File: config.mk
export PLATFORM = sky130hd
export DESIGN_NAME = ata_pio_sector_sequencer_unit_flat
export DESIGN_NICKNAME = d
export VERILOG_FILES = /design/src/hw/rtl/aps_pkg.sv /design/src/hw/rtl/aps_in_if.sv /design/src/hw/rtl/aps_out_if.sv /design/src/hw/rtl/aps_cfg_if.sv /design/src/hw/rtl/ata_pio_sector_sequencer_unit.sv /design/src/hw/rtl/aps_front.sv /design/src/hw/rtl/aps_queue.sv /design/src/hw/rtl/aps_back.sv /design/src/flat_wrapper.sv
export VERILOG_INCLUDE_DIRS = /design/src /design/src/hw/rtl
export SDC_FILE = /design/constraint.sdc
export NUM_CORES = 1
export LEC_CHECK = 0
export ABC_AREA = 0
export BUFFER_PORTS_ARGS = -buffer_cell sky130_fd_sc_hd__buf_2
export CAP_MARGIN = 20
export CORE_MARGIN = 2
export CORE_UTILIZATION = 40
export DETAILED_ROUTE_END_ITERATION = 8
export SLEW_MARGIN = 5
export SYNTH_ARGS = -nofsm -noshare
export SYNTH_HDL_FRONTEND = slang
export SYNTH_SLANG_ARGS = --single-unit
export TNS_END_PERCENT = 20
File: constraint.sdc
create_clock -name i_clk -period 6.85 [get_ports i_clk]
set_input_delay 0 -clock i_clk [delete_from_list [all_inputs] [get_ports i_clk]]
set_output_delay 0 -clock i_clk [all_outputs]
set_load 0.005 [all_outputs]
File: src/hw/rtl/assert_macros.svh
// assertion helpers, clocked on i_clk with synchronous active-low reset i_rst_n
`ifndef ASSERT_MACROS_SVH
`define ASSERT_MACROS_SVH

// same-cycle implication
`define APS_ASSERT_NOW(lbl, ante, cons, msg) \
    lbl: assert property (@(posedge i_clk) disable iff (!i_rst_n) (ante) |-> (cons)) \
        else $error(msg);

// next-cycle implication
`define APS_ASSERT_NEXT(lbl, ante, cons, msg) \
    lbl: assert property (@(posedge i_clk) disable iff (!i_rst_n) (ante) |=> (cons)) \
        else $error(msg);

`endif

File: src/hw/rtl/aps_pkg.sv
package aps_pkg;

    localparam int SECTOR_WORDS = 256;
    localparam int WC_W         = $clog2(SECTOR_WORDS + 1);
    localparam int POLL_W       = 17;
    localparam int LBA_W        = 28;
    localparam int WORD_W       = 16;
    localparam int PORT_W       = 10;
    localparam int QDEPTH       = 2;
    localparam int QCNT_W       = $clog2(QDEPTH + 1);
    localparam int STEP_W       = 4;

    localparam logic [POLL_W-1:0] POLL_LIMIT_RST = 17'd100000;

    localparam logic [PORT_W-1:0] PORT_DATA     = 10'h1F0;
    localparam logic [PORT_W-1:0] PORT_SECCOUNT = 10'h1F2;
    localparam logic [PORT_W-1:0] PORT_LBA_LO   = 10'h1F3;
    localparam logic [PORT_W-1:0] PORT_LBA_MID  = 10'h1F4;
    localparam logic [PORT_W-1:0] PORT_LBA_HI   = 10'h1F5;
    localparam logic [PORT_W-1:0] PORT_DRVHEAD  = 10'h1F6;
    localparam logic [PORT_W-1:0] PORT_STATUS   = 10'h1F7;
    localparam logic [PORT_W-1:0] PORT_ALTSTAT  = 10'h3F6;

    localparam logic [7:0] ATA_CMD_READ  = 8'h20;
    localparam logic [7:0] ATA_CMD_WRITE = 8'h30;
    localparam logic [7:0] ATA_CMD_FLUSH = 8'hE7;
    localparam logic [7:0] DRVHEAD_BASE  = 8'hE0;

    localparam int ST_BSY_BIT = 7;
    localparam int ST_DRQ_BIT = 3;
    localparam int ST_ERR_BIT = 0;

    typedef enum logic [1:0] {
        CMD_START_READ  = 2'd0,
        CMD_START_WRITE = 2'd1,
        CMD_BUS_RESP    = 2'd2,
        CMD_HOST_WORD   = 2'd3
    } t_cmd;

    typedef enum logic [2:0] {
        OP_NONE    = 3'd0,
        OP_RB      = 3'd1,
        OP_DISCARD = 3'd2,
        OP_WB      = 3'd3,
        OP_RW      = 3'd4,
        OP_WW      = 3'd5
    } t_bus_op;

    typedef enum logic [3:0] {
        PH_IDLE       = 4'd0,
        PH_BSY_SETUP  = 4'd1,
        PH_BSY_CMD    = 4'd2,
        PH_DRQ        = 4'd3,
        PH_XFER_R     = 4'd4,
        PH_XFER_W     = 4'd5,
        PH_BSY_FLUSH1 = 4'd6,
        PH_BSY_FLUSH2 = 4'd7
    } t_phase;

    // work handed from the front to the back, each expands to one or more result items
    typedef enum logic [3:0] {
        J_POLL       = 4'd0,
        J_FAIL       = 4'd1,
        J_DONE       = 4'd2,
        J_SETUP      = 4'd3,
        J_READ_FIRST = 4'd4,
        J_READ_NEXT  = 4'd5,
        J_READ_LAST  = 4'd6,
        J_WANT       = 4'd7,
        J_WRITE      = 4'd8,
        J_WRITE_LAST = 4'd9,
        J_FLUSH      = 4'd10
    } t_job_kind;

    typedef struct packed {
        t_job_kind         kind;
        logic [WORD_W-1:0] data;
        logic              drive;
        logic [LBA_W-1:0]  lba;
        logic              is_write;
    } t_job;

    typedef struct packed {
        logic valid;
        t_job job;
    } t_qpush;

endpackage

File: src/hw/rtl/aps_in_if.sv
interface aps_in_if import aps_pkg::*; ();
    logic              valid;
    logic              ready;
    logic [1:0]        command;
    logic              drive_sel;
    logic [LBA_W-1:0]  sector_lba;
    logic [WORD_W-1:0] bus_rdata;
    logic [WORD_W-1:0] host_wdata;

    modport source (output valid, command, drive_sel, sector_lba, bus_rdata, host_wdata,
                    input ready);
    modport sink (input valid, command, drive_sel, sector_lba, bus_rdata, host_wdata,
                  output ready);
endinterface

File: src/hw/rtl/aps_out_if.sv
interface aps_out_if import aps_pkg::*; ();
    logic              valid;
    logic              ready;
    logic [2:0]        bus_op;
    logic [PORT_W-1:0] bus_port;
    logic [WORD_W-1:0] bus_wdata;
    logic [WORD_W-1:0] read_word;
    logic              read_word_valid;
    logic              want_write_word;
    logic              finished;
    logic              outcome;
    logic              last;

    modport source (output valid, bus_op, bus_port, bus_wdata, read_word, read_word_valid,
                    want_write_word, finished, outcome, last, input ready);
    modport sink (input valid, bus_op, bus_port, bus_wdata, read_word, read_word_valid,
                  want_write_word, finished, outcome, last, output ready);
endinterface

File: src/hw/rtl/aps_cfg_if.sv
interface aps_cfg_if import aps_pkg::*; ();
    logic              valid;
    logic              ready;
    logic [POLL_W-1:0] data;

    modport source (output valid, data, input ready);
    modport sink (input valid, data, output ready);
endinterface

File: src/hw/rtl/ata_pio_sector_sequencer_unit.sv
// channel  dir  handshake     payload
// i_in     in   valid/ready   command, drive_sel, sector_lba, bus_rdata, host_wdata
// i_cfg    in   valid/ready   data (poll_limit)
// o_out    out  valid/ready   bus_op, bus_port, bus_wdata, read_word, read_word_valid,
//                             want_write_word, finished, outcome, last
//
// one input item accepted per cycle while the two-entry job queue has room
// result items leave one per cycle from the output register while o_out.ready is high;
// a bus response ending the first busy wait expands to 11 items, paced by the back end
// synchronous active-low reset; poll_limit resets to 100000, sequencer goes idle
// a stalled output fills the queue, then i_in.ready drops; i_cfg is always ready
module ata_pio_sector_sequencer_unit import aps_pkg::*; (
    input  logic      i_clk,
    input  logic      i_rst_n,
    aps_in_if.sink    i_in,
    aps_cfg_if.sink   i_cfg,
    aps_out_if.source o_out
);

    t_qpush push;
    t_job   head;
    logic   head_valid;
    logic   pop;
    logic   full;

    aps_front u_front (
        .i_clk   (i_clk),
        .i_rst_n (i_rst_n),
        .i_in    (i_in),
        .i_cfg   (i_cfg),
        .o_push  (push),
        .i_full  (full)
    );

    aps_queue u_queue (
        .i_clk   (i_clk),
        .i_rst_n (i_rst_n),
        .i_push  (push),
        .i_pop   (pop),
        .o_head  (head),
        .o_valid (head_valid),
        .o_full  (full)
    );

    aps_back u_back (
        .i_clk        (i_clk),
        .i_rst_n      (i_rst_n),
        .i_head       (head),
        .i_head_valid (head_valid),
        .o_pop        (pop),
        .o_out        (o_out)
    );

endmodule

File: src/hw/rtl/aps_front.sv
`include "assert_macros.svh"

module aps_front import aps_pkg::*; (
    input  logic       i_clk,
    input  logic       i_rst_n,
    aps_in_if.sink     i_in,
    aps_cfg_if.sink    i_cfg,
    output t_qpush     o_push,
    input  logic       i_full
);

    t_phase            r_phase, n_phase;
    logic              r_is_write, n_is_write;
    logic              r_drive, n_drive;
    logic [LBA_W-1:0]  r_lba, n_lba;
    logic [POLL_W-1:0] r_poll, n_poll;
    logic [WC_W-1:0]   r_wc, n_wc;
    logic [POLL_W-1:0] r_poll_limit;

    logic              acc;
    logic              push;
    t_job              job;
    logic [POLL_W-1:0] poll_inc;
    logic              poll_out;
    logic [WC_W-1:0]   wc_inc;
    logic              wc_end;
    logic [7:0]        st;
    t_cmd              cmd;

    assign i_in.ready  = !i_full;
    assign i_cfg.ready = 1'b1;
    assign acc         = i_in.valid && i_in.ready;
    assign cmd         = t_cmd'(i_in.command);
    assign st          = i_in.bus_rdata[7:0];
    assign poll_inc    = r_poll + POLL_W'(1);
    // a limit of zero behaves as one since the count is at least one here
    assign poll_out    = poll_inc >= r_poll_limit;
    assign wc_inc      = r_wc + WC_W'(1);
    assign wc_end      = wc_inc >= WC_W'(SECTOR_WORDS);

    always_comb begin
        n_phase    = r_phase;
        n_is_write = r_is_write;
        n_drive    = r_drive;
        n_lba      = r_lba;
        n_poll     = r_poll;
        n_wc       = r_wc;
        push       = 1'b0;
        job        = '{kind: J_POLL, data: '0, drive: r_drive, lba: r_lba,
                       is_write: r_is_write};
        if (acc) begin
            unique case (cmd)
                CMD_START_READ, CMD_START_WRITE: begin
                    if (r_phase == PH_IDLE) begin
                        n_is_write = i_in.command[0];
                        n_drive    = i_in.drive_sel;
                        n_lba      = i_in.sector_lba;
                        n_poll     = '0;
                        n_phase    = PH_BSY_SETUP;
                        push       = 1'b1;
                    end
                end
                CMD_BUS_RESP: begin
                    unique case (r_phase)
                        PH_BSY_SETUP, PH_BSY_CMD, PH_BSY_FLUSH1, PH_BSY_FLUSH2: begin
                            push = 1'b1;
                            if (st[ST_BSY_BIT]) begin
                                n_poll   = poll_inc;
                                job.kind = poll_out ? J_FAIL : J_POLL;
                                if (poll_out) begin
                                    n_phase = PH_IDLE;
                                end
                            end else begin
                                n_poll = '0;
                                unique case (r_phase)
                                    PH_BSY_SETUP: begin
                                        job.kind = J_SETUP;
                                        n_phase  = PH_BSY_CMD;
                                    end
                                    PH_BSY_CMD: begin
                                        job.kind = J_POLL;
                                        n_phase  = PH_DRQ;
                                    end
                                    PH_BSY_FLUSH1: begin
                                        job.kind = J_FLUSH;
                                        n_phase  = PH_BSY_FLUSH2;
                                    end
                                    default: begin
                                        job.kind = J_DONE;
                                        n_phase  = PH_IDLE;
                                    end
                                endcase
                            end
                        end
                        PH_DRQ: begin
                            push = 1'b1;
                            // error wins over drq
                            if (st[ST_ERR_BIT]) begin
                                job.kind = J_FAIL;
                                n_phase  = PH_IDLE;
                            end else if (st[ST_DRQ_BIT]) begin
                                n_wc     = '0;
                                job.kind = r_is_write ? J_WANT : J_READ_FIRST;
                                n_phase  = r_is_write ? PH_XFER_W : PH_XFER_R;
                            end else begin
                                n_poll   = poll_inc;
                                job.kind = poll_out ? J_FAIL : J_POLL;
                                if (poll_out) begin
                                    n_phase = PH_IDLE;
                                end
                            end
                        end
                        PH_XFER_R: begin
                            push     = 1'b1;
                            n_wc     = wc_inc;
                            job.data = i_in.bus_rdata;
                            job.kind = wc_end ? J_READ_LAST : J_READ_NEXT;
                            if (wc_end) begin
                                n_phase = PH_IDLE;
                            end
                        end
                        default: ;
                    endcase
                end
                CMD_HOST_WORD: begin
                    if (r_phase == PH_XFER_W) begin
                        push     = 1'b1;
                        n_wc     = wc_inc;
                        job.data = i_in.host_wdata;
                        job.kind = wc_end ? J_WRITE_LAST : J_WRITE;
                        if (wc_end) begin
                            n_poll  = '0;
                            n_phase = PH_BSY_FLUSH1;
                        end
                    end
                end
            endcase
        end
    end

    assign o_push.valid = push;
    assign o_push.job   = job;

    always_ff @(posedge i_clk) begin
        if (!i_rst_n) begin
            r_phase      <= PH_IDLE;
            r_is_write   <= 1'b0;
            r_drive      <= 1'b0;
            r_lba        <= '0;
            r_poll       <= '0;
            r_wc         <= '0;
            r_poll_limit <= POLL_LIMIT_RST;
        end else begin
            r_phase    <= n_phase;
            r_is_write <= n_is_write;
            r_drive    <= n_drive;
            r_lba      <= n_lba;
            r_poll     <= n_poll;
            r_wc       <= n_wc;
            if (i_cfg.valid && i_cfg.ready) begin
                r_poll_limit <= i_cfg.data;
            end
        end
    end

    `APS_ASSERT_NEXT(a_start_busy_ignored,
        acc && !i_in.command[1] && r_phase != PH_IDLE, $stable(r_phase),
        "start while busy changed the phase")
    `APS_ASSERT_NOW(a_poll_below_limit,
        r_phase == PH_BSY_SETUP || r_phase == PH_BSY_CMD || r_phase == PH_DRQ ||
        r_phase == PH_BSY_FLUSH1 || r_phase == PH_BSY_FLUSH2,
        r_poll < r_poll_limit || r_poll == '0,
        "poll count reached the limit without failing")

endmodule

File: src/hw/rtl/aps_queue.sv
module aps_queue import aps_pkg::*; (
    input  logic   i_clk,
    input  logic   i_rst_n,
    input  t_qpush i_push,
    input  logic   i_pop,
    output t_job   o_head,
    output logic   o_valid,
    output logic   o_full
);

    t_job              r_ent [QDEPTH];
    t_job              n_ent [QDEPTH];
    logic [QCNT_W-1:0] r_cnt, n_cnt;
    logic              pop;

    assign pop     = i_pop && (r_cnt != '0);
    assign o_head  = r_ent[0];
    assign o_valid = r_cnt != '0;
    assign o_full  = r_cnt == QCNT_W'(QDEPTH);
    assign n_cnt   = r_cnt + QCNT_W'(i_push.valid) - QCNT_W'(pop);

    // head sits in entry zero, entries shift down on a pop
    always_comb begin
        n_ent = r_ent;
        if (pop) begin
            for (int i = 0; i < QDEPTH - 1; i++) begin
                n_ent[i] = r_ent[i+1];
            end
        end
        if (i_push.valid) begin
            for (int i = 0; i < QDEPTH; i++) begin
                if (QCNT_W'(i) == r_cnt - QCNT_W'(pop)) begin
                    n_ent[i] = i_push.job;
                end
            end
        end
    end

    always_ff @(posedge i_clk) begin
        r_ent <= n_ent;
    end

    always_ff @(posedge i_clk) begin
        if (!i_rst_n) begin
            r_cnt <= '0;
        end else begin
            r_cnt <= n_cnt;
        end
    end

endmodule

File: src/hw/rtl/aps_back.sv
`include "assert_macros.svh"

module aps_back import aps_pkg::*; (
    input  logic     i_clk,
    input  logic     i_rst_n,
    input  t_job     i_head,
    input  logic     i_head_valid,
    output logic     o_pop,
    aps_out_if.source o_out
);

    logic              r_valid;
    t_bus_op           r_op;
    logic [PORT_W-1:0] r_port;
    logic [WORD_W-1:0] r_wdata;
    logic [WORD_W-1:0] r_rword;
    logic              r_rvalid;
    logic              r_want;
    logic              r_fin;
    logic              r_outcome;
    logic              r_last;
    logic [STEP_W-1:0] r_step;

    t_bus_op           op;
    logic [PORT_W-1:0] port;
    logic [WORD_W-1:0] wdata;
    logic [WORD_W-1:0] rword;
    logic              rvalid;
    logic              want;
    logic              fin;
    logic              outcome;
    logic              is_last;
    logic [STEP_W-1:0] len;
    logic              load;

    always_comb begin
        unique case (i_head.kind)
            J_SETUP:               len = STEP_W'(11);
            J_WRITE_LAST, J_FLUSH: len = STEP_W'(2);
            default:               len = STEP_W'(1);
        endcase
    end

    assign is_last = r_step == len - STEP_W'(1);
    assign load    = i_head_valid && (!r_valid || o_out.ready);
    assign o_pop   = load && is_last;

    always_comb begin
        op      = OP_NONE;
        port    = '0;
        wdata   = '0;
        rword   = '0;
        rvalid  = 1'b0;
        want    = 1'b0;
        fin     = 1'b0;
        outcome = 1'b0;
        unique case (i_head.kind)
            J_POLL: begin
                op   = OP_RB;
                port = PORT_STATUS;
            end
            J_FAIL: begin
                fin     = 1'b1;
                outcome = 1'b1;
            end
            J_DONE: begin
                fin = 1'b1;
            end
            J_READ_FIRST: begin
                op   = OP_RW;
                port = PORT_DATA;
            end
            J_READ_NEXT: begin
                op     = OP_RW;
                port   = PORT_DATA;
                rword  = i_head.data;
                rvalid = 1'b1;
            end
            J_READ_LAST: begin
                fin    = 1'b1;
                rword  = i_head.data;
                rvalid = 1'b1;
            end
            J_WANT: begin
                want = 1'b1;
            end
            J_WRITE: begin
                op    = OP_WW;
                port  = PORT_DATA;
                wdata = i_head.data;
                want  = 1'b1;
            end
            J_WRITE_LAST: begin
                if (r_step == '0) begin
                    op    = OP_WW;
                    port  = PORT_DATA;
                    wdata = i_head.data;
                end else begin
                    op   = OP_RB;
                    port = PORT_STATUS;
                end
            end
            J_FLUSH: begin
                if (r_step == '0) begin
                    op    = OP_WB;
                    port  = PORT_STATUS;
                    wdata = WORD_W'(ATA_CMD_FLUSH);
                end else begin
                    op   = OP_RB;
                    port = PORT_STATUS;
                end
            end
            J_SETUP: begin
                // drive select, settle delay, task file, command, first status poll
                unique case (r_step)
                    4'd0: begin
                        op    = OP_WB;
                        port  = PORT_DRVHEAD;
                        wdata = WORD_W'(DRVHEAD_BASE | {3'b000, i_head.drive,
                                                         i_head.lba[LBA_W-1:24]});
                    end
                    4'd1, 4'd2, 4'd3, 4'd4: begin
                        op   = OP_DISCARD;
                        port = PORT_ALTSTAT;
                    end
                    4'd5: begin
                        op    = OP_WB;
                        port  = PORT_SECCOUNT;
                        wdata = WORD_W'(1);
                    end
                    4'd6: begin
                        op    = OP_WB;
                        port  = PORT_LBA_LO;
                        wdata = WORD_W'(i_head.lba[7:0]);
                    end
                    4'd7: begin
                        op    = OP_WB;
                        port  = PORT_LBA_MID;
                        wdata = WORD_W'(i_head.lba[15:8]);
                    end
                    4'd8: begin
                        op    = OP_WB;
                        port  = PORT_LBA_HI;
                        wdata = WORD_W'(i_head.lba[23:16]);
                    end
                    4'd9: begin
                        op    = OP_WB;
                        port  = PORT_STATUS;
                        wdata = WORD_W'(i_head.is_write ? ATA_CMD_WRITE : ATA_CMD_READ);
                    end
                    default: begin
                        op   = OP_RB;
                        port = PORT_STATUS;
                    end
                endcase
            end
            default: ;
        endcase
    end

    always_ff @(posedge i_clk) begin
        if (load) begin
            r_op      <= op;
            r_port    <= port;
            r_wdata   <= wdata;
            r_rword   <= rword;
            r_rvalid  <= rvalid;
            r_want    <= want;
            r_fin     <= fin;
            r_outcome <= outcome;
            r_last    <= is_last;
        end
    end

    always_ff @(posedge i_clk) begin
        if (!i_rst_n) begin
            r_valid <= 1'b0;
            r_step  <= '0;
        end else begin
            if (load) begin
                r_valid <= 1'b1;
                r_step  <= is_last ? '0 : r_step + STEP_W'(1);
            end else if (o_out.ready) begin
                r_valid <= 1'b0;
            end
        end
    end

    assign o_out.valid           = r_valid;
    assign o_out.bus_op          = r_op;
    assign o_out.bus_port        = r_port;
    assign o_out.bus_wdata       = r_wdata;
    assign o_out.read_word       = r_rword;
    assign o_out.read_word_valid = r_rvalid;
    assign o_out.want_write_word = r_want;
    assign o_out.finished        = r_fin;
    assign o_out.outcome         = r_outcome;
    assign o_out.last            = r_last;

    `APS_ASSERT_NOW(a_mid_job_held, r_step != '0, i_head_valid,
        "job left the queue before all its items were sent")
    `APS_ASSERT_NOW(a_finish_no_bus, r_valid && r_fin,
        r_op == OP_NONE && r_port == '0 && r_last,
        "finishing item carries a bus access or is not last")

endmodule

File: src/flat_wrapper.sv
// flat-port wrapper written by rule: the top's interface ports become plain ports
module ata_pio_sector_sequencer_unit_flat import aps_pkg::*;
  (i_clk, i_rst_n, i_in_valid, i_in_command, i_in_drive_sel, i_in_sector_lba, i_in_bus_rdata, i_in_host_wdata, i_in_ready, i_cfg_valid, i_cfg_data, i_cfg_ready, o_out_valid, o_out_bus_op, o_out_bus_port, o_out_bus_wdata, o_out_read_word, o_out_read_word_valid, o_out_want_write_word, o_out_finished, o_out_outcome, o_out_last, o_out_ready);
  aps_in_if i_in_i ();
  aps_cfg_if i_cfg_i ();
  aps_out_if o_out_i ();
  input  logic i_clk;
  input  logic i_rst_n;
  input wire logic [$bits(i_in_i.valid)-1:0] i_in_valid;
  input wire logic [$bits(i_in_i.command)-1:0] i_in_command;
  input wire logic [$bits(i_in_i.drive_sel)-1:0] i_in_drive_sel;
  input wire logic [$bits(i_in_i.sector_lba)-1:0] i_in_sector_lba;
  input wire logic [$bits(i_in_i.bus_rdata)-1:0] i_in_bus_rdata;
  input wire logic [$bits(i_in_i.host_wdata)-1:0] i_in_host_wdata;
  output wire logic [$bits(i_in_i.ready)-1:0] i_in_ready;
  input wire logic [$bits(i_cfg_i.valid)-1:0] i_cfg_valid;
  input wire logic [$bits(i_cfg_i.data)-1:0] i_cfg_data;
  output wire logic [$bits(i_cfg_i.ready)-1:0] i_cfg_ready;
  output wire logic [$bits(o_out_i.valid)-1:0] o_out_valid;
  output wire logic [$bits(o_out_i.bus_op)-1:0] o_out_bus_op;
  output wire logic [$bits(o_out_i.bus_port)-1:0] o_out_bus_port;
  output wire logic [$bits(o_out_i.bus_wdata)-1:0] o_out_bus_wdata;
  output wire logic [$bits(o_out_i.read_word)-1:0] o_out_read_word;
  output wire logic [$bits(o_out_i.read_word_valid)-1:0] o_out_read_word_valid;
  output wire logic [$bits(o_out_i.want_write_word)-1:0] o_out_want_write_word;
  output wire logic [$bits(o_out_i.finished)-1:0] o_out_finished;
  output wire logic [$bits(o_out_i.outcome)-1:0] o_out_outcome;
  output wire logic [$bits(o_out_i.last)-1:0] o_out_last;
  input wire logic [$bits(o_out_i.ready)-1:0] o_out_ready;
  assign i_in_i.valid = i_in_valid;
  assign i_in_i.command = i_in_command;
  assign i_in_i.drive_sel = i_in_drive_sel;
  assign i_in_i.sector_lba = i_in_sector_lba;
  assign i_in_i.bus_rdata = i_in_bus_rdata;
  assign i_in_i.host_wdata = i_in_host_wdata;
  assign i_in_ready = i_in_i.ready;
  assign i_cfg_i.valid = i_cfg_valid;
  assign i_cfg_i.data = i_cfg_data;
  assign i_cfg_ready = i_cfg_i.ready;
  assign o_out_valid = o_out_i.valid;
  assign o_out_bus_op = o_out_i.bus_op;
  assign o_out_bus_port = o_out_i.bus_port;
  assign o_out_bus_wdata = o_out_i.bus_wdata;
  assign o_out_read_word = o_out_i.read_word;
  assign o_out_read_word_valid = o_out_i.read_word_valid;
  assign o_out_want_write_word = o_out_i.want_write_word;
  assign o_out_finished = o_out_i.finished;
  assign o_out_outcome = o_out_i.outcome;
  assign o_out_last = o_out_i.last;
  assign o_out_i.ready = o_out_ready;
  ata_pio_sector_sequencer_unit u_core (.i_clk(i_clk), .i_rst_n(i_rst_n), .i_in(i_in_i), .i_cfg(i_cfg_i), .o_out(o_out_i));
endmodule
======== After elaboration in Yosys (flattened, before gate mapping) ========
Index checks and enable logic that the tools add are counted.
storage, ports and cells
  register bits ........................... 234
  input port bits ......................... 85
  output and inout bits ................... 53
  word-level logic and storage cells ...... 179
operators by class
  $add $sub $neg .......................... 7
  magnitude comparators ................... 2
  equal/unequal tests ..................... 42
  multiplexer cells ....................... 67
  reductions and logical operators ........ 32
operators with widths
  cell                   number
  $mux 50                3
  $mux 17                6
  $mux 100               1
  $pmux 16 s4            1
  $pmux 10 s6            1
  $pmux 17 s3            1
  $eq 4x3->1 const B     12
  $pmux 4 s3             4
  $pmux 8 s6             1
  $mux 20                2
  $mux 4                 10
  $pmux 10 s4            1
  $pmux 20 s2            1
  $pmux 9 s2             2
  $pmux 17 s2            1
  $mux 16                2
  $mux 9                 3
  $eq 4x2->1 const B     6
  $eq 4x4->1 const B     5
  $ne 3x3->1 const B     6
  $pmux 3 s6             1
  $add 17x1->17 const B  1
  $ge 17x17->1           1
  $mux 1                 13
  other kinds (35)       65

======== Depth between registers and ports, before layout ========
Gate-level depths: netlist (run 1).
  depth in word-level cells ............... 11
  depth in mapped cells ................... 15
  mapped depth without buffers ............ 13

======== By module ========
From an unflattened synthesis (run 1), not the netlist that was laid out.
unflattened totals
  cell total of the unflattened synthesis .. 1078
  area, all modules ....................... 11320.9 um^2
modules (own cells, without submodules)
  module     instances  cells an instance  area an instance (um^2)  seq. area each (um^2)
  aps_front  1          562                4377.9                   1541.5
  aps_queue  1          278                4250.3                   2542.4
  aps_back   1          238                2692.6                   1451.4

======== Worst setup path before layout (run 1) ========
No wires, ideal clock.
  path type ............................... flip-flop to flip-flop
  start ................................... reg u_core.u_queue.r_ent (netlist bit u_core.u_queue.o_head[47])
  end ..................................... reg u_core.u_queue.r_ent[0] (netlist bit) (enable)
  setup time .............................. 0.530 ns
  arrival time ............................ 5.776 ns
  data required time ...................... 6.320 ns
  setup slack ............................. 0.544 ns
  stages on the path, launching flop included .. 11
  buffers on the path ..................... 1
  period minus slack after synthesis ...... 6.306 ns
  cells stage by stage .................... dfxtp_1 -> nand2_1 -> or3_4 -> or4_4 -> a21oi_4 -> nand2_4 -> buf_6 -> inv_2 -> ha_1 -> xnor2_1 -> nor3b_1
on the way
  cells in the longest elaborated chain, start to end .. 10
  elaborated cells between the ends (all ways) .. 12
  those cells by class .................... 2 x add/sub; 5 x eq/ne; 1 x mux; 4 x reduce/logical
ends and longest elaborated chain
  item                             RTL line         source
  from (decl)                      aps_queue.sv:11  t_job r_ent [QDEPTH];
  from (signal assigned)           aps_queue.sv:40  r_ent <= n_ent;
  $eq 4x4->1                       aps_back.sv:37   unique case (i_head.kind)
  $reduce_or 2->1                  aps_back.sv:37
  $pmux 4 s2 *                     aps_back.sv:37
  $sub 4x1->4 *                    aps_back.sv:44   assign is_last = r_step == len - STEP_W'(1);
  $eq 4x4->1 *                     aps_back.sv:44
  named net u_core.u_back.is_last  aps_back.sv:32   logic is_last;
  $logic_and 1x1->1 *              aps_back.sv:46   assign o_pop = load && is_last;
  $logic_and 1x1->1 *              aps_queue.sv:16  assign pop = i_pop && (r_cnt != '0);
  $sub 2x1->2 *                    aps_queue.sv:32  if (QCNT_W'(i) == r_cnt - QCNT_W'(pop)) begin
  $eq 1x2->1 *                     aps_queue.sv:32
  $reduce_and 2->1 (no line) *     -
The timed path passes the listed nets; every way through them passes the cells marked *.
A chain may end at the register's enable or synchronous reset.

======== Worst setup path in the final report (run 1) ========
  start ................................... reg u_core.u_front.r_poll[0]
  end ..................................... reg u_core.u_front.r_phase[2]
on the way
  cells in the longest elaborated chain, start to end .. 7
  elaborated cells between the ends (all ways) .. 8
  those cells by class .................... 1 x add/sub; 1 x order compare; 6 x mux
ends and longest elaborated chain
  item                        RTL line          source
  from (decl)                 aps_front.sv:16   logic [POLL_W-1:0] r_poll, n_poll;
  from (signal assigned)      aps_front.sv:158  r_poll <= n_poll;
  $add 17x1->17 *             aps_front.sv:35   assign poll_inc = r_poll + POLL_W'(1);
  $ge 17x17->1 *              aps_front.sv:37   assign poll_out = poll_inc >= r_poll_limit;
  $mux 4 *                    -
  $mux 4 (2 in series)        -
  $pmux 4 s3 * (2 in series)  -
  to (signal assigned)        aps_front.sv:154  r_phase <= n_phase;
  to (decl)                   aps_front.sv:12   t_phase r_phase, n_phase;
Every way passes the cells marked *; elsewhere a longest branch is shown, timed or not.

==> results.md, run 1 <==
- Status: completed
- Vias in the first global route: 8196
- Stages on the worst setup path: 14
- Detailed Route WL: 24.9 mm
- Final setup fails: 0
- Max cap viols: 0
- Mapped Area: 10500 µm²
- Rows: 59
- Critical path buffers and inverters: 1
- Placed insts: 1488
- Maximum root-to-sink buffer count: 3
- Hold Path Class: primary input to flop
- Leakage: 5.19 nW
- ANT nets after route: 0
- Yosys reg bits: 229
- CTS Buf Count: 25
- RD Place Congestion: 0.849
- Post-CTS sizing: 0
- Setup tns final: 0 ps
- Final nets: 1392
- Reg2reg setup slack: 2640 ps
- CP startpoint kind: flop
- Power Density: 356 nW/µm²
- Cell area after layout: 13200 µm²
- Post-synth EDFFs: 95
- Met3 Track Usage GR: 3.00%
- Placed inst area: 11300 µm²
- Final global-route overflow total: 0
- Final cell count without fillers: 1634
- Die Y: 166 µm
- Die Area: 27500 µm²
- Via count: 8383
- Fmax: 237 MHz
- Syn nets: 1195
- Net Sw Frac: 30.9%
- Clk sinks: 229
- Starting Density: 40.4%
- Layout cells sized above 1: 15.3%
- Critical path origin: u_core.u_front.r_poll[0]
- HPWL after detailed placement: 16.2 mm
- Root Driver: clkbuf_16
- Top cell type by total area after synthesis: edfxtp_1
- Clk_skew: 24.8 ps
- Cts hold-fix bufs: 98
- RSZ-0062 raised after global routing: false
- Routed vias/inst: 5.13
- Slew @ Worst Pin: 1080 ps
- Met1 global-route usage: 23.8%
- Final core utilization: 50.8%
- Most frequent cells in the layout: nand2_1 (163), buf_2 (136), dfxtp_1 (134), dlygate4sd3_1 (98), edfxtp_1 (95)
- Post-route clock period utilization: 61.5%
- Commonest non-fill, non-tap cell in the layout: nand2_1
- NetSw: 1.44 mW
- Int Power: 3.23 mW
- Total track usage: 17.9%
- Flop pwr share: 44.4%
- Die W: 166 µm
- Clk_lat worst skew: 540 ps
- GR peak layer: met2
- Synth warn: 0
- FILL cells: 2391
- CP endpoint kind: flop
- Worst slew margin: 28.2%
- Io pins: 138
- Yosys top cell area share: 27.2%
- Post-Syn Area per Cell: 9.67 µm²
- Setup crit end: u_core.u_front.r_phase[2]
- M2 GR Usage: 30.1%
- 1st-pass router iterations: 5
- Syn-to-layout area delta: 25.5%
- Largest net degree at the start of global routing: 69
- DP Worst Slack: 2180 ps
- CP peak stage delay: 600 ps
- Maximum fanout along the worst path: 6
- Sequential area share after synthesis: 52.8%
- Pins Over Slew Limit: 0
- Final Hold Viols: 0
- Crit-path cells: ha_1, nand3_1, nor2_2, nand3_1, or2_2, xnor2_1, ha_1, a21o_1, a21o_1, a21oi_1, o21ai_0, or3_1, o41ai_1, dlygate4sd3_1
- First-pass GRT wire length: 41.3 mm
- Synthesized instance count: 1084
- Remaining DRCs: 0
- Combinational fraction of design power: 26.9%
- WP data arrival: 4670 ps
- Initial antenna violation count: 0
- R2R cell count: 14
- DR WL/cell: 15.2 µm
- Top_reg_cell synth: dfxtp_1
- Hold WS: 22.5 ps
- H-Tree Depth: 1
- FF-to-FF Start: u_core.u_front.r_poll[0]
- Largest delay share family, worst path: simple AND/OR/NAND/NOR gates
- Req. time, crit path: 7310 ps
- Max stage delay cell, worst path: dlygate4sd3_1
- Core ar.: 25900 µm²
- CP Class: flop to flop
- Antenna diodes: 0
- Overall power: 4.68 mW
- R2R Path End: u_core.u_front.r_phase[2]
- TritonCTS clock tree: yes
- Clock slew at reported path FFs: 60 ps
- Async set-or-reset flop fraction in the synthesized netlist: 0%
- 1st-iter DRT viols: 518
- Synth top area cells: edfxtp_1 (27%), dfxtp_1 (26%), nand2_1 (5.8%), mux2i_1 (5.8%), a21oi_1 (4.1%)
- Final setup margin: 2640 ps
- Clock network power share: 28.7%
- IO buf count: 135
- Final min period: 4210 ps
- Synth unique cells: 66
- Post-CTS setup buffers: 0
- Peak VDD IR: 247 µV
-- metal layers --
metal / wire, µm / vias to the layer above / share of wire, %
met2: 11600 / 212 / 47
met4: 708 / 0 / 2.8
met3: 1320 / 46 / 5.3
met5: 0 / - / 0
li1: - / 4236 / -
met1: 11200 / 3889 / 45
-- sequential cells by signal, indices dropped and copies added (netlist names) --
signal                               flops
u_core.u_back.o_out.valid                1
u_core.u_front.r_poll                   17
u_core.u_front.r_drive                   1
u_core.u_back.o_out.read_word           16
u_core.u_front.r_poll_limit             17
u_core.u_queue.r_ent                    50
u_core.u_front.r_is_write                1
u_core.u_back.o_out.bus_wdata           16
u_core.u_back.r_step                     4
u_core.u_front.r_lba                    28
u_core.u_front.r_wc                      9
u_core.u_back.o_out.read_word_valid      1
u_core.u_back.o_out.want_write_word      1
u_core.u_queue.r_cnt                     2
u_core.u_back.o_out.outcome              1
u_core.u_back.o_out.finished             1
u_core.u_front.r_phase                   4
u_core.u_back.o_out.bus_port             5
u_core.u_back.o_out.last                 1
u_core.u_queue.o_head                   50
u_core.u_back.o_out.bus_op               3
-- Yosys cell counts, types with 17 or more instances --
library cell,n
a21oi_1,85
a22oi_1,20
and2_1,34
clkbuf_1,43
dfxtp_1,134
edfxtp_1,95
ha_1,26
inv_1,34
mux2i_1,61
nand2_1,163
nand3_1,17
nor2_1,79
o21ai_0,18
o21ai_1,71
xnor2_1,17
-- final cells by class --
cell class	instances	area, µm²	area share (%)
Tap cell	335	419	3.19
Inverter	37	139	1.06
Clock buffer	36	717	5.45
Multi-Input combinational cell	746	4470	34.0
Clock inverter	9	118	0.894
Sequential cell	229	5540	42.1
Timing Repair Buffer	242	1750	13.3
-- worst min path at each step --
| stage | from | end | slack (ps) | depth (start not counted) |
|---|---|---|---|---|
| 6_report | i_cfg_valid | u_core.u_front.r_poll_limit[2] | 20 | 3 |
| 5_1_grt | i_cfg_valid | u_core.u_front.r_poll_limit[3] | 50 | 3 |
| 4_1_cts | i_cfg_valid | u_core.u_front.r_poll_limit[3] | 10 | 3 |
| 3_5_place_dp | i_cfg_data[15] | u_core.u_front.r_poll_limit[15] | 220 | 3 |
| 3_3_place_gp | i_cfg_data[10] | u_core.u_front.r_poll_limit[10] | 220 | 3 |
| 2_1_floorplan | i_cfg_data[10] | u_core.u_front.r_poll_limit[10] | 130 | 2 |
-- power by group through the flow --
stage | registers [mW] | logic, mW | clock network (mW)
2_1_floorplan | 2.03 | 0.943 | 0
3_3_place_gp | 2.10 | 1.20 | 0
3_5_place_dp | 2.11 | 1.22 | 0
4_1_cts | 2.08 | 1.26 | 1.38
5_1_grt | 2.12 | 1.41 | 1.43
6_report | 2.08 | 1.26 | 1.34
-- logic make-up after synthesis --
group | count (synthesis) | share of synthesized area [%]
xor+xnor | 24 | 2.01
flops | 229 | 52.8
fa+ha+maj | 26 | 3.10
compound gates | 257 | 14.7
simple gates | 374 | 16.6
buf+inv | 109 | 4.68
other cells | 2 | 0.0717
mux | 63 | 6.08
-- worst min-delay path, delay by kind of cell --
kind | cells | cell delay (ps)
buffers and inverters | 1 | 260
muxes | 1 | 170
and+or+nand+nor | 1 | 70
Power figures use the tool's default switching activity.
==> run 2: changes to the inputs <==
==> constraint.sdc (replaced) <==
create_clock -name i_clk -period 3.8 [get_ports i_clk]
set_input_delay 0 -clock i_clk [delete_from_list [all_inputs] [get_ports i_clk]]
set_output_delay 0 -clock i_clk [all_outputs]
set_load 0.005 [all_outputs]
==> run 2 against run 1 <==
Net effect:
- clock power grew 76%
- count of clock-buffer cells in the layout down 4
- non-clock buffer count grew 4
- fmax up 24%
- utilization about the same
- via count fell by 0.78%
- total power up 80%
- design area is essentially flat
- critical path type unchanged
- largest cell class unchanged
- largest power group unchanged
- highest routed layer unchanged
==> results.md, run 2 (synthesis results as in run 1) <==
- Largest delay share family, worst path: simple AND/OR/NAND/NOR gates
- WP data arrival: 3820 ps (-850 ps)
- Clk sinks: 229 (unchanged)
- Starting Density: 40.4% (unchanged)
- DR WL/cell: 15.4 µm (+1.2%)
- Fmax: 294 MHz (+24%)
- IO buf count: 135 (unchanged)
- Die W: 166 µm (unchanged)
- Final setup fails: 0 (unchanged)
- Final nets: 1396 (+0.29%)
- Crit-path cells: ha_1, nand3_1, nor2_2, nand3_1, or2_2, xnor2_1, ha_1, a21o_1, a21o_1, a21oi_1, o21ai_0, or3_1, o41ai_1
- 1st-iter DRT viols: 565 (+9.1%)
- First-pass GRT wire length: 41.2 mm (about the same)
- Clk_skew: 14.4 ps (-10.5 ps)
- Post-route clock period utilization: 89.5% (+28 points)
- Routed vias/inst: 5.07 (-1.1%)
- Initial antenna violation count: 1 (+1)
- Final cell count without fillers: 1640 (+0.37%)
- Peak VDD IR: 432 µV (+75%)
- Commonest non-fill, non-tap cell in the layout: nand2_1
- Via count: 8318 (-0.78%)
- Post-CTS sizing: 0 (unchanged)
- RSZ-0062 raised after global routing: false
- CP Class: flop to flop
- Die Y: 166 µm (unchanged)
- CTS Buf Count: 25 (unchanged)
- Maximum root-to-sink buffer count: 3 (unchanged)
- Final global-route overflow total: 0 (unchanged)
- Syn-to-layout area delta: 25.4% (about the same)
- Clk_lat worst skew: 520 ps (-20 ps)
- Total track usage: 17.9% (+0.034 points)
- Maximum fanout along the worst path: 6 (unchanged)
- Die Area: 27500 µm² (unchanged)
- CP peak stage delay: 410 ps (-190 ps)
- Leakage: 5.21 nW (+0.32%)
- Layout cells sized above 1: 15.8% (+0.48 points)
- Io pins: 138 (unchanged)
- Final min period: 3400 ps (-812 ps)
- Placed insts: 1496 (+0.54%)
- Vias in the first global route: 8047 (-1.8%)
- CP startpoint kind: flop
- Rows: 59 (unchanged)
- DP Worst Slack: 399 ps (-1780 ps)
- RD Place Congestion: 0.837 (-1.4%)
- Clock slew at reported path FFs: 60 ps (about the same)
- Power Density: 641 nW/µm² (+80%)
- H-Tree Depth: 1 (unchanged)
- Remaining DRCs: 0 (unchanged)
- Slew @ Worst Pin: 896 ps (-181 ps)
- ANT nets after route: 0 (unchanged)
- Max cap viols: 0 (unchanged)
- Status: completed
- Setup tns final: 0 ps (unchanged)
- HPWL after detailed placement: 16.3 mm (+0.42%)
- 1st-pass router iterations: 4 (-1)
- Final Hold Viols: 0 (unchanged)
- Root Driver: clkbuf_16
- Detailed Route WL: 25.3 mm (+1.6%)
- Critical path buffers and inverters: 0 (-1)
- CP endpoint kind: flop
- Hold Path Class: primary input to flop
- Final setup margin: 400 ps (-2240 ps)
- Core ar.: 25900 µm² (unchanged)
- Largest net degree at the start of global routing: 59 (-14%)
- Most frequent cells in the layout: nand2_1 (163), buf_2 (136), dfxtp_1 (133), dlygate4sd3_1 (95), edfxtp_1 (95)
- Pins Over Slew Limit: 0 (unchanged)
- Worst slew margin: 40.3% (+12 points)
- Req. time, crit path: 4220 ps (-3090 ps)
- Overall power: 8.42 mW (+80%)
- Post-CTS setup buffers: 0 (unchanged)
- Max stage delay cell, worst path: dfxtp_1
- TritonCTS clock tree: yes
run 2: changes by cell type in the layout (fill, tap and decap cells not counted), sizes merged:
| cell | delta |
|---|---|
| diode | +1 |
| dlygate4sd3 | -3 |
| clkbuf | -4 |
| clkinv | +7 |
| buf | +7 |
| clkinvlp | -2 |
run 2: repair_timing:
| action | in CTS | in global routing |
|---|---|---|
| hold buffers | 95 | 0 |
| setup endpoints to repair | 0 | 0 |
| hold endpoints to repair | 87 | 0 |
run 2: final timing paths:
kind	slack [ps]	cells past startpoint	endpoint	from
min reg2reg	450	0	u_core.u_queue.r_ent[4]	u_core.u_front.r_lba[3]
min	40	3	u_core.u_front.r_poll_limit[3]	i_cfg_valid
max	400	13	u_core.u_front.r_phase[2]	u_core.u_front.r_poll[0]
max reg2reg	400	13	u_core.u_front.r_phase[2]	u_core.u_front.r_poll[0]
run 2: through the flow:
step | hold WS (ps) | util, % | instance area, µm²
6_report | 36.2 | 50.7 | 13100
5_1_grt | 39.7 | 50.7 | 13100
4_1_cts | 18.6 | 50.6 | 13100
3_5_place_dp | 221 | 43.9 | 11400
3_3_place_gp | 217 | 43.9 | 11400
2_1_floorplan | 130 | - | 10500
run 2: layout make-up:
type	count	area [µm²]
clock buffers	32	682
flip-flops and latches	229	5540
multi-input cells	746	4480
repair buffers	246	1760
diodes	1	2.50
clock inverters	14	121
well taps	335	419
inverters	37	141
fillers	2343	12800
run 2: per-layer routing:
metal / up-vias / part of all wire, % / GRT usage (%)
met3: 34 / 4.2 / 2.81
met4: 0 / 2.1 / 4.88
met1: 3885 / 47 / 24.2
met5: - / 0 / 0
met2: 165 / 47 / 30.0
li1: 4234 / - / -
run 2: report_power, final:
group          leakage, nW  switching [mW]  internal, mW
combinational         2.84            1.29          1.04
clock                0.399           0.959          1.40
sequential            1.97           0.390          3.35
run 2: worst reg2reg max path, cell delays in order, from the launching register on:
cell and delay, ps:
dfxtp_1 410, ha_1 260, nand3_1 170, nor2_2 240, nand3_1 200, or2_2 350, xnor2_1 130, ha_1 310
a21o_1 160, a21o_1 170, a21oi_1 130, o21ai_0 180, or3_1 370, o41ai_1 230
==> run 3: changes to the inputs <==
--- a/config.mk
+++ b/config.mk
@@ -12,6 +12,7 @@
 export CORE_MARGIN = 2
 export CORE_UTILIZATION = 40
 export DETAILED_ROUTE_END_ITERATION = 8
+export REMOVE_ABC_BUFFERS = 1
 export SLEW_MARGIN = 5
 export SYNTH_ARGS = -nofsm -noshare
 export SYNTH_HDL_FRONTEND = slang
==> run 3 against run 2 <==
Net effect:
- routed wire length down 2.1%
- die area did not move
- utilization increased by 0.16 points
- clock skew decreased by 0.67 ps
- first-iteration DRC count decreased by 5.5%
- hold slack lost 9.4 ps
- total power rose by 0.51%
- critical endpoint unchanged
==> results.md, run 3 (synthesis results as in run 1) <==
- Power Density: 642 nW/µm² (+0.19%)
- CP startpoint kind: flop
- Final min period: 3410 ps (+14.6 ps)
- Post-route clock period utilization: 89.9% (+0.38 points)
- Detailed Route WL: 24.7 mm (-2.1%)
- Final setup fails: 0 (unchanged)
- Clk sinks: 229 (unchanged)
- Via count: 8407 (+1.1%)
- Final global-route overflow total: 0 (unchanged)
- CTS Buf Count: 26 (+4.0%)
- Fmax: 293 MHz (-0.43%)
- Clk_lat worst skew: 520 ps (about the same)
- Layout cells sized above 1: 16.1% (+0.26 points)
- Leakage: 5.23 nW (+0.45%)
- Maximum root-to-sink buffer count: 3 (unchanged)
- Rows: 59 (unchanged)
- Status: completed
- HPWL after detailed placement: 16.1 mm (-1.1%)
- Io pins: 138 (unchanged)
- Hold Path Class: primary input to flop
- DR WL/cell: 15.1 µm (-2.3%)
- Total track usage: 17.5% (-0.44 points)
- Max stage delay cell, worst path: dfxtp_1
- Final Hold Viols: 0 (unchanged)
- Post-CTS setup buffers: 0 (unchanged)
- RD Place Congestion: 0.828 (-1.1%)
- Clock slew at reported path FFs: 60 ps (about the same)
- CP Class: flop to flop
- Die W: 166 µm (unchanged)
- Antenna diodes: 0 (-1)
- Max cap viols: 0 (unchanged)
- Pins Over Slew Limit: 0 (unchanged)
- Die Area: 27500 µm² (unchanged)
- Core ar.: 25900 µm² (unchanged)
- 1st-pass router iterations: 5 (+1)
- Starting Density: 40.4% (unchanged)
- Crit-path cells: ha_1, nand3_1, nor2_4, nand3_1, or2_2, xnor2_1, ha_1, a21o_1, a21o_1, a21oi_1, o21ai_1, or3_1, o41ai_1
- Commonest non-fill, non-tap cell in the layout: nand2_1
- Peak VDD IR: 394 µV (-8.8%)
- Final setup margin: 386 ps (-14.6 ps)
- ANT nets after route: 0 (unchanged)
- Die Y: 166 µm (unchanged)
- TritonCTS clock tree: yes
- Largest net degree at the start of global routing: 51 (-14%)
- 1st-iter DRT viols: 534 (-5.5%)
- Initial antenna violation count: 0 (-1)
- Routed vias/inst: 5.12 (+0.89%)
- Vias in the first global route: 8086 (+0.48%)
- Final nets: 1399 (+0.21%)
- IO buf count: 135 (unchanged)
- WP data arrival: 3820 ps (about the same)
- Maximum fanout along the worst path: 6 (unchanged)
- Req. time, crit path: 4200 ps (-20 ps)
- First-pass GRT wire length: 40.4 mm (-1.9%)
- CP peak stage delay: 420 ps (about the same)
- Syn-to-layout area delta: 25.8%
- Remaining DRCs: 0 (unchanged)
- Overall power: 8.47 mW (+0.51%)
- Clk_skew: 13.7 ps (-0.666 ps)
- Slew @ Worst Pin: 928 ps (+31.9 ps)
- H-Tree Depth: 1 (unchanged)
- Root Driver: clkbuf_16
- DP Worst Slack: 295 ps (-104 ps)
- Most frequent cells in the layout: nand2_1 (163), buf_2 (135), dfxtp_1 (134), edfxtp_1 (95), dlygate4sd3_1 (94)
- Worst slew margin: 38.1% (-2.1 points)
- CP endpoint kind: flop
- RSZ-0062 raised after global routing: false
-- run 3: cell types whose count changed in the layout (fill, tap and decap cells not counted), sizes merged --
cell | previous run | this run
buf | 151 | 154
bufinv | 2 | 1
clkbuf | 32 | 36
clkinv | 11 | 8
clkinvlp | 0 | 1
diode | 1 | 0
dlygate4sd3 | 95 | 94
inv | 38 | 39
-- run 3: per-stage QoR --
stage          hold WS (ps)  instance area [µm²]  cells  util (%)  setup TNS (ps)
4_1_cts                18.0                13200   1643      50.9               0
5_1_grt                53.2                13200   1643      50.9               0
2_1_floorplan          98.6                10100   1012         -         -185800
3_3_place_gp            221                11400   1500      43.9               0
6_report               26.9                13200   1643      50.9               0
3_5_place_dp            225                11400   1501      44.0               0
-- run 3: final timing paths --
kind | cells after the start | from | slack [ps] | to
setup reg to reg | 13 | u_core.u_front.r_poll[0] | 390 | u_core.u_front.r_phase[2]
hold reg to reg | 0 | u_core.u_front.r_drive | 450 | u_core.u_queue.r_ent[29]
setup / recovery | 13 | u_core.u_front.r_poll[0] | 390 | u_core.u_front.r_phase[2]
hold / removal | 3 | i_cfg_valid | 30 | u_core.u_front.r_poll_limit[11]
-- run 3: report_power, final --
group	leakage [nW]	switching [mW]	internal [mW]	total (mW)
registers	1.97	0.312	3.35	3.66
clock network	0.406	0.977	1.41	2.39
logic	2.85	1.35	1.06	2.42
-- run 3: layout make-up --
type	count	area (µm²)
Fill cell	2392	12700
Inverter	37	139
Clock inverter	12	96.3
Clock buffer	36	729
Timing Repair Buffer	248	1790
Tap cell	335	419
Multi-Input combinational cell	746	4470
Sequential cell	229	5540
-- run 3: what timing repair did --
item / 4_1_cts / 5_1_grt
hold buffers: 94 / 0
setup endpoints to repair: 0 / 1
endpoints found under the hold margin: 86 / 0
resized for setup: 0 / 2
-- run 3: critical path, delay by kind of cell, from the launching register on --
kind / cells / cell delay [ps]
xor+xnor: 1 / 130
compound gates: 5 / 880
fa+ha+maj: 2 / 570
simple gates: 5 / 1280
flops: 1 / 420
-- run 3: per-layer routing --
metal	part of all wire [%]	GRT usage, %	up-vias
li1	-	-	4238
met1	46	23.5	3927
met2	47	30.1	219
met3	5.3	2.69	23
met4	1.1	3.52	0
met5	0	0	-
